<file path="src/spq_pkg.sv">
// Package with the item types, request and status codes for the sorted priority queue.
package spq_pkg;

    // Request kinds carried in the op field of an input item.
    typedef enum logic [1:0] {
        OP_PUSH    = 2'd0,
        OP_POP_MIN = 2'd1,
        OP_POP_MAX = 2'd2
    } t_op;

    // Status codes returned with every result item.
    typedef enum logic [1:0] {
        ST_OK    = 2'd0,
        ST_EMPTY = 2'd1,
        ST_FULL  = 2'd2
    } t_status;

    // One request.
    typedef struct packed {
        logic [1:0]         op;
        logic signed [31:0] value;
    } t_in_item;

    // One result.
    typedef struct packed {
        logic signed [31:0] popped_value;
        logic               popped_valid;
        logic [1:0]         status;
        logic [4:0]         held_count;
    } t_out_item;

    // Command broadcast to every cell of a chain.
    typedef struct packed {
        logic               push;
        logic               shift;
        logic signed [31:0] value;
    } t_cell_ctl;

endpackage

</file>
<file path="src/spq_cell.sv">
// One cell of a sorted chain: holds a value and inserts or shifts with its neighbors.
module spq_cell #(
    parameter bit DESCEND = 1'b0
) (
    input  logic                       i_clk,
    input  spq_pkg::t_cell_ctl         i_ctl,
    input  logic                       i_occ,
    input  logic                       i_left_keep,
    input  logic signed [31:0]         i_left_value,
    input  logic signed [31:0]         i_right_value,
    output logic                       o_keep,
    output logic signed [31:0]         o_value
);
    import spq_pkg::*;

    logic signed [31:0] r_value;
    logic signed [31:0] n_value;
    logic               w_ahead;

    // The cell stays put on a push when its value sorts ahead of the new one.
    // Equal values move behind the pushed item.
    assign w_ahead = DESCEND ? (r_value > i_ctl.value) : (r_value < i_ctl.value);
    assign o_keep  = i_occ && w_ahead;
    assign o_value = r_value;

    // Next value: keep, take the new item, take the left neighbor, or the right on a shift.
    always_comb begin
        n_value = r_value;
        if (i_ctl.push) begin
            if (o_keep) begin
                n_value = r_value;
            end else if (i_left_keep) begin
                n_value = i_ctl.value;
            end else begin
                n_value = i_left_value;
            end
        end else if (i_ctl.shift) begin
            n_value = i_right_value;
        end
    end

    always_ff @(posedge i_clk) begin
        r_value <= n_value;
    end

endmodule

</file>
<file path="src/sorted_priority_queue_core.sv">
// Top level of the sorted priority queue built from two chains of sorted cells.
//
// Input channel (i_in_valid, o_in_ready, i_in_item) carries requests: push a
// signed value, pop the minimum or pop the maximum. Every accepted item yields
// exactly one result item on the output channel (o_out_valid, i_out_ready,
// o_out_item): the popped value with its valid flag, a status and the count
// held after the request.
// The store is two rows of DEPTH cells, one ascending and one descending, both
// holding the same values from cell 0 upward. The minimum sits in cell 0 of
// the ascending row and the maximum in cell 0 of the descending row, so every
// request is served by local compares and neighbor moves.
// The result is registered at the edge that accepts the item. Throughput is
// one item per cycle while the receiver takes results; the output register is
// the only stage, so o_in_ready is high when it is empty or being emptied in
// the same cycle.
// When the receiver stalls, the result holds and no new item is accepted.
// Reset empties the queue (count to zero) and drops any pending result; cell
// contents need no clearing since cells above the count are never read.
// A push on a full queue or a pop on an empty one changes nothing and
// returns an error status.
module sorted_priority_queue_core #(
    parameter int DEPTH = 16
) (
    input  logic               i_clk,
    input  logic               i_rst_n,
    input  logic               i_in_valid,
    output logic               o_in_ready,
    input  spq_pkg::t_in_item  i_in_item,
    output logic               o_out_valid,
    input  logic               i_out_ready,
    output spq_pkg::t_out_item o_out_item
);
    import spq_pkg::*;

    localparam int CW = $clog2(DEPTH + 1);

    logic [CW-1:0]      r_count;
    logic [CW-1:0]      n_count;
    logic               r_out_valid;
    logic               n_out_valid;
    t_out_item          r_out;
    t_out_item          n_out;

    logic               w_accept;
    logic               w_full;
    logic               w_empty;
    logic               w_push;
    logic               w_pop_min;
    logic               w_pop_max;
    logic [CW+4:0]      w_count_wide;
    t_cell_ctl          w_ctl_asc;
    t_cell_ctl          w_ctl_desc;

    logic               w_occ      [DEPTH];
    logic               w_asc_keep [DEPTH];
    logic signed [31:0] w_asc_val  [DEPTH];
    logic               w_desc_keep[DEPTH];
    logic signed [31:0] w_desc_val [DEPTH];

    // Handshake and request decode.
    assign o_in_ready  = !r_out_valid || i_out_ready;
    assign w_accept    = i_in_valid && o_in_ready;
    assign w_full      = (r_count == CW'(DEPTH));
    assign w_empty     = (r_count == '0);
    assign w_push      = w_accept && (i_in_item.op == OP_PUSH) && !w_full;
    assign w_pop_min   = w_accept && (i_in_item.op == OP_POP_MIN) && !w_empty;
    assign w_pop_max   = w_accept && (i_in_item.op == OP_POP_MAX) && !w_empty;

    // A pop on one row shifts it down; the other row just loses its last cell.
    assign w_ctl_asc.push   = w_push;
    assign w_ctl_asc.shift  = w_pop_min;
    assign w_ctl_asc.value  = i_in_item.value;
    assign w_ctl_desc.push  = w_push;
    assign w_ctl_desc.shift = w_pop_max;
    assign w_ctl_desc.value = i_in_item.value;

    // The two rows of cells.
    for (genvar g = 0; g < DEPTH; g++) begin : g_cell
        assign w_occ[g] = (r_count > CW'(g));

        spq_cell #(
            .DESCEND (1'b0)
        ) u_asc (
            .i_clk         (i_clk),
            .i_ctl         (w_ctl_asc),
            .i_occ         (w_occ[g]),
            .i_left_keep   ((g == 0) ? 1'b1 : w_asc_keep[(g == 0) ? 0 : g - 1]),
            .i_left_value  (w_asc_val[(g == 0) ? 0 : g - 1]),
            .i_right_value (w_asc_val[(g == DEPTH - 1) ? g : g + 1]),
            .o_keep        (w_asc_keep[g]),
            .o_value       (w_asc_val[g])
        );

        spq_cell #(
            .DESCEND (1'b1)
        ) u_desc (
            .i_clk         (i_clk),
            .i_ctl         (w_ctl_desc),
            .i_occ         (w_occ[g]),
            .i_left_keep   ((g == 0) ? 1'b1 : w_desc_keep[(g == 0) ? 0 : g - 1]),
            .i_left_value  (w_desc_val[(g == 0) ? 0 : g - 1]),
            .i_right_value (w_desc_val[(g == DEPTH - 1) ? g : g + 1]),
            .o_keep        (w_desc_keep[g]),
            .o_value       (w_desc_val[g])
        );
    end

    // Count update.
    always_comb begin
        n_count = r_count;
        if (w_push) begin
            n_count = r_count + CW'(1);
        end else if (w_pop_min || w_pop_max) begin
            n_count = r_count - CW'(1);
        end
    end

    assign w_count_wide = {5'd0, n_count};

    // Result item for the accepted request.
    always_comb begin
        n_out_valid = r_out_valid;
        n_out       = r_out;
        if (w_accept) begin
            n_out_valid             = 1'b1;
            n_out.popped_value      = '0;
            n_out.popped_valid      = w_pop_min || w_pop_max;
            n_out.status            = ST_OK;
            n_out.held_count        = w_count_wide[4:0];
            if (w_pop_min) begin
                n_out.popped_value = w_asc_val[0];
            end else if (w_pop_max) begin
                n_out.popped_value = w_desc_val[0];
            end
            if ((i_in_item.op == OP_PUSH) && w_full) begin
                n_out.status = ST_FULL;
            end else if (((i_in_item.op == OP_POP_MIN) || (i_in_item.op == OP_POP_MAX))
                         && w_empty) begin
                n_out.status = ST_EMPTY;
            end
        end else if (i_out_ready) begin
            n_out_valid = 1'b0;
        end
    end

    // Control registers.
    always_ff @(posedge i_clk) begin
        if (!i_rst_n) begin
            r_count     <= '0;
            r_out_valid <= 1'b0;
        end else begin
            r_count     <= n_count;
            r_out_valid <= n_out_valid;
        end
    end

    // Result payload register.
    always_ff @(posedge i_clk) begin
        r_out <= n_out;
    end

    assign o_out_valid = r_out_valid;
    assign o_out_item  = r_out;

`ifndef NO_ASSERTIONS
    // The count never passes the capacity.
    a_count_bound: assert property (@(posedge i_clk) disable iff (!i_rst_n)
        r_count <= CW'(DEPTH))
        else $error("count above capacity");

    // A push on a full queue leaves the count unchanged.
    a_full_hold: assert property (@(posedge i_clk) disable iff (!i_rst_n)
        (w_accept && (i_in_item.op == OP_PUSH) && w_full) |=> (r_count == $past(r_count)))
        else $error("push on full queue changed the count");

    // Both rows agree: the minimum never sorts above the maximum.
    a_min_max: assert property (@(posedge i_clk) disable iff (!i_rst_n)
        !w_empty |-> (w_asc_val[0] <= w_desc_val[0]))
        else $error("minimum above maximum");

    // Every accepted item produces a pending result.
    a_result: assert property (@(posedge i_clk) disable iff (!i_rst_n)
        w_accept |=> r_out_valid)
        else $error("accepted item produced no result");

    // A popped value only comes with an ok status.
    a_pop_status: assert property (@(posedge i_clk) disable iff (!i_rst_n)
        (r_out_valid && r_out.popped_valid) |-> (r_out.status == ST_OK))
        else $error("popped value with error status");
`endif

endmodule

</file>
<file path="config.mk">
export PLATFORM = sky130hd
export DESIGN_NAME = sorted_priority_queue_core
export DESIGN_NICKNAME = d
export VERILOG_FILES = /design/src/spq_pkg.sv /design/src/spq_cell.sv /design/src/sorted_priority_queue_core.sv
export SDC_FILE = /design/constraint.sdc
export NUM_CORES = 2
export LEC_CHECK = 0
export BUFFER_PORTS_ARGS = -buffer_cell sky130_fd_sc_hd__buf_2
export CORE_ASPECT_RATIO = 1.1
export CORE_MARGIN = 2
export CORE_UTILIZATION = 65
export DETAILED_ROUTE_END_ITERATION = 7
export PLACE_DENSITY = 0.82
export RECOVER_POWER = 50
export SYNTH_ARGS = -nofsm -noshare
export SYNTH_HDL_FRONTEND = slang
export SYNTH_HIERARCHICAL = 1
export SYNTH_SLANG_ARGS = --single-unit
</file>
<file path="constraint.sdc">
create_clock -name i_clk -period 9.8 [get_ports i_clk]
set_input_delay 1.96 -clock i_clk [delete_from_list [all_inputs] [get_ports i_clk]]
set_output_delay 1.96 -clock i_clk [all_outputs]
set_load 0.01 [all_outputs]
</file>
==> parameters.txt <==
Parameter                              Value

Outcome
  Run status    finished with violations
  Violated checks    design-rule violations, max-capacitance violations, max-slew violations

CTS
  CTS H-Tree Depth    3
  Clock slew seen by the registers of the worst setup and hold paths    60 ps
  Number of buffers created by CTS    116
  Source-to-sink clock delay at the later pin of the worst-skew pair    ~760 ps
  Maximum clock path buffer count    3
  Post-CTS Resized    0
  Cell at the root of the clock tree    sky130_fd_sc_hd__clkbuf_16
  Sink count of the clock tree    1070
  Total setup buffers inserted after CTS    0
  Hold-fix buffers, CTS    0
  Clock tree from TritonCTS    done

Timing
  Setup-violating endpoint count in the final report    0
  Slew Limit Fails    930
  Setup repair after global routing missed its margin    false
  FMAX    0.1315 GHz
  Tcrit/Tclk final    77.61%
  Largest clock skew in the final design    45.48 ps
  Post-route minimum period    between 7000 and 8000 ps
  Relative slew margins    -184.8%
  Worst Max-Slew Pin Slew    4273 ps
  Number of failing hold endpoints at the final stage    0
  Setup TNS    0 ps

Floorplanning
  Number of core rows    136
  Num ports    80
  Starting Density    65.27%
  Horizontal die dimension    341.2 um
  Die height    between 300 and 400 um
  Overall die area    127900 um^2
  CORE AREA    124600 um^2

Setup path
  Critical Setup Path Class    in2reg
  Worst path required time    between 10000 and 15000 ps
  Endpoint arrival time on the critical path    7930 ps
  Critical path startpoint category    input port
  Worst Path Max Fanout    32
  Kind of end point of the critical path    flop

Power and ir drop
  Power density of the placed cells    153.1 nW/um^2
  Leak Pwr    36.03 nW
  Pwr Total    13.42 mW
  Max IR drop VDD    0.1622 mV

Finish
  Area used by multi-input combinational logic    ~44000 um^2
  Area used by sequential logic in the layout    about 32000 um^2
  Proportion of layout cells with a drive suffix above 1    5.812%
  Final design area excluding fillers    87610 um^2
  Synth-to-layout area growth    7.753%
  Net count, final    9508
  Fillers    9012

Placed design
  Number of input and output port buffers inserted    79
  Placed cell area    84120 um^2
  Half-perimeter wire length after detailed placement    169.3 mm
  Final Wtd Congestion    0.9329

Synthesis
  Post-Synthesis Cell Area    81310 um^2
  Gate Count Post-Synth    8461
  Average cell area after synthesis    9.609 um^2
  YS warnings    6

Drt
  First-iteration detailed-routing DRC count    6997
  Number of vias per cell after detailed routing    6.498
  Post-DRT Antenna Nets    0
  Final routed wire length divided by cell count    22.69 um
  Via count of the routed design    66361
  Post-detailed-routing wire length    about 230 mm
  Residual DRC    1
  Drt first pass iters    8

GRT
  Pin count of the biggest net entering global routing    218
  Global router's overall resource usage    35.48%
  GR Overflow Total    0
  Initial antenna violation count    8
  First-pass GRT wire length    360.8 mm
  Number of global-route vias before repair    65170

Job
  Reported max-cap violation count    20

Worst hold path
  Min-delay worst type    reg2reg
==> power by group <==
part	leakage, nW	internal, mW	switching, mW
Combinational	24.3	1.12	1.86
Sequential	9.84	5.47	0.327
Clock	1.92	2.72	1.92
Total	36.0	9.31	4.11
==> worst paths after layout <==
path	depth (start not counted)	to	from	slack [ps]
setup / recovery	12	g_cell[11].u_desc/o_value[5]	i_in_item[7]	2190
hold / removal	2	g_cell[1].u_desc/o_value[18]	g_cell[2].u_desc/o_value[18]	630
setup reg to reg	9	g_cell[4].u_asc/o_value[4]	r_count[1]	2790
hold reg to reg	2	g_cell[1].u_desc/o_value[18]	g_cell[2].u_desc/o_value[18]	630
==> final cells by class <==
type / count / area share (%)
Antenna cell: 5 / 0.01428
Clock buffer: 146 / 3.478
Clock inverter: 70 / 1.011
Inverter: 1035 / 4.443
Multi-Input combinational cell: 5993 / 50.36
Sequential cell: 1070 / 36.61
Tap cell: 1656 / 2.365
Timing Repair Buffer: 237 / 1.727
==> worst max-delay path, stage by stage <==
cell and delay, ps:
sky130_fd_sc_hd__clkbuf_1 1370, sky130_fd_sc_hd__clkbuf_1 1020, sky130_fd_sc_hd__buf_4 340, sky130_fd_sc_hd__inv_1 60, sky130_fd_sc_hd__ha_1 320, sky130_fd_sc_hd__a21oi_1 170, sky130_fd_sc_hd__o21ai_0 130, sky130_fd_sc_hd__a221o_1 310
sky130_fd_sc_hd__o31a_1 350, sky130_fd_sc_hd__a2bb2o_4 230, sky130_fd_sc_hd__a211oi_4 190, sky130_fd_sc_hd__clkbuf_1 1450
==> per-stage QoR <==
step	setup slack [ps]	std cells	utilization (%)	hold slack [ps]
floorplan	2114	8462	-	575.5
global placement	3463	9991	67.53	608.1
detailed placement	3377	9991	67.53	616.2
CTS	4142	10207	70.69	632.6
global route	1933	10207	70.33	662.4
finish	2194	10212	70.34	631.3
==> routing by layer <==
| metal | routed length [um] | GRT usage, % |
|---|---|---|
| met3 | 18660 | 5.718 |
| met5 | 28 | 0 |
| met4 | 17040 | 23.44 |
| met2 | 105900 | 57.01 |
| met1 | 90140 | 44.25 |
==> sequential cells by signal, indices dropped and copies added (netlist names) <==
| signal | cells |
|---|---|
| g_cell.u_asc/o_value | 512 |
| g_cell.u_desc/o_value | 512 |
| o_out_item | 40 |
| o_out_valid | 1 |
| r_count | 5 |
==> cells in the final DEF, fill, tap and decap left out, types with 17 or more instances in the layout <==
master                         n
sky130_fd_sc_hd__nand3_1      97
sky130_fd_sc_hd__o21ai_0     136
sky130_fd_sc_hd__buf_2        31
sky130_fd_sc_hd__a21o_1       32
sky130_fd_sc_hd__buf_4       125
sky130_fd_sc_hd__a211oi_1     54
sky130_fd_sc_hd__nand2b_1     31
sky130_fd_sc_hd__nor2b_1      18
sky130_fd_sc_hd__o211ai_1     48
sky130_fd_sc_hd__clkbuf_1    101
sky130_fd_sc_hd__a22o_1       32
sky130_fd_sc_hd__mux2i_1    1024
sky130_fd_sc_hd__nand4_1     177
sky130_fd_sc_hd__clkinv_2     20
sky130_fd_sc_hd__clkinv_1     19
sky130_fd_sc_hd__ha_1       1017
sky130_fd_sc_hd__nor2_1     1177
sky130_fd_sc_hd__a2111oi_0    19
sky130_fd_sc_hd__bufinv_16    20
sky130_fd_sc_hd__a31oi_1      32
sky130_fd_sc_hd__a21oi_1    1441
sky130_fd_sc_hd__nor3_1       44
sky130_fd_sc_hd__inv_1      1033
sky130_fd_sc_hd__nand2_1     245
sky130_fd_sc_hd__nor4_1       17
sky130_fd_sc_hd__edfxtp_1   1064
sky130_fd_sc_hd__o31a_1       17
sky130_fd_sc_hd__or3_1        17
sky130_fd_sc_hd__clkbuf_16   117
sky130_fd_sc_hd__nand4_2      32
Power figures use the tool's default switching activity.
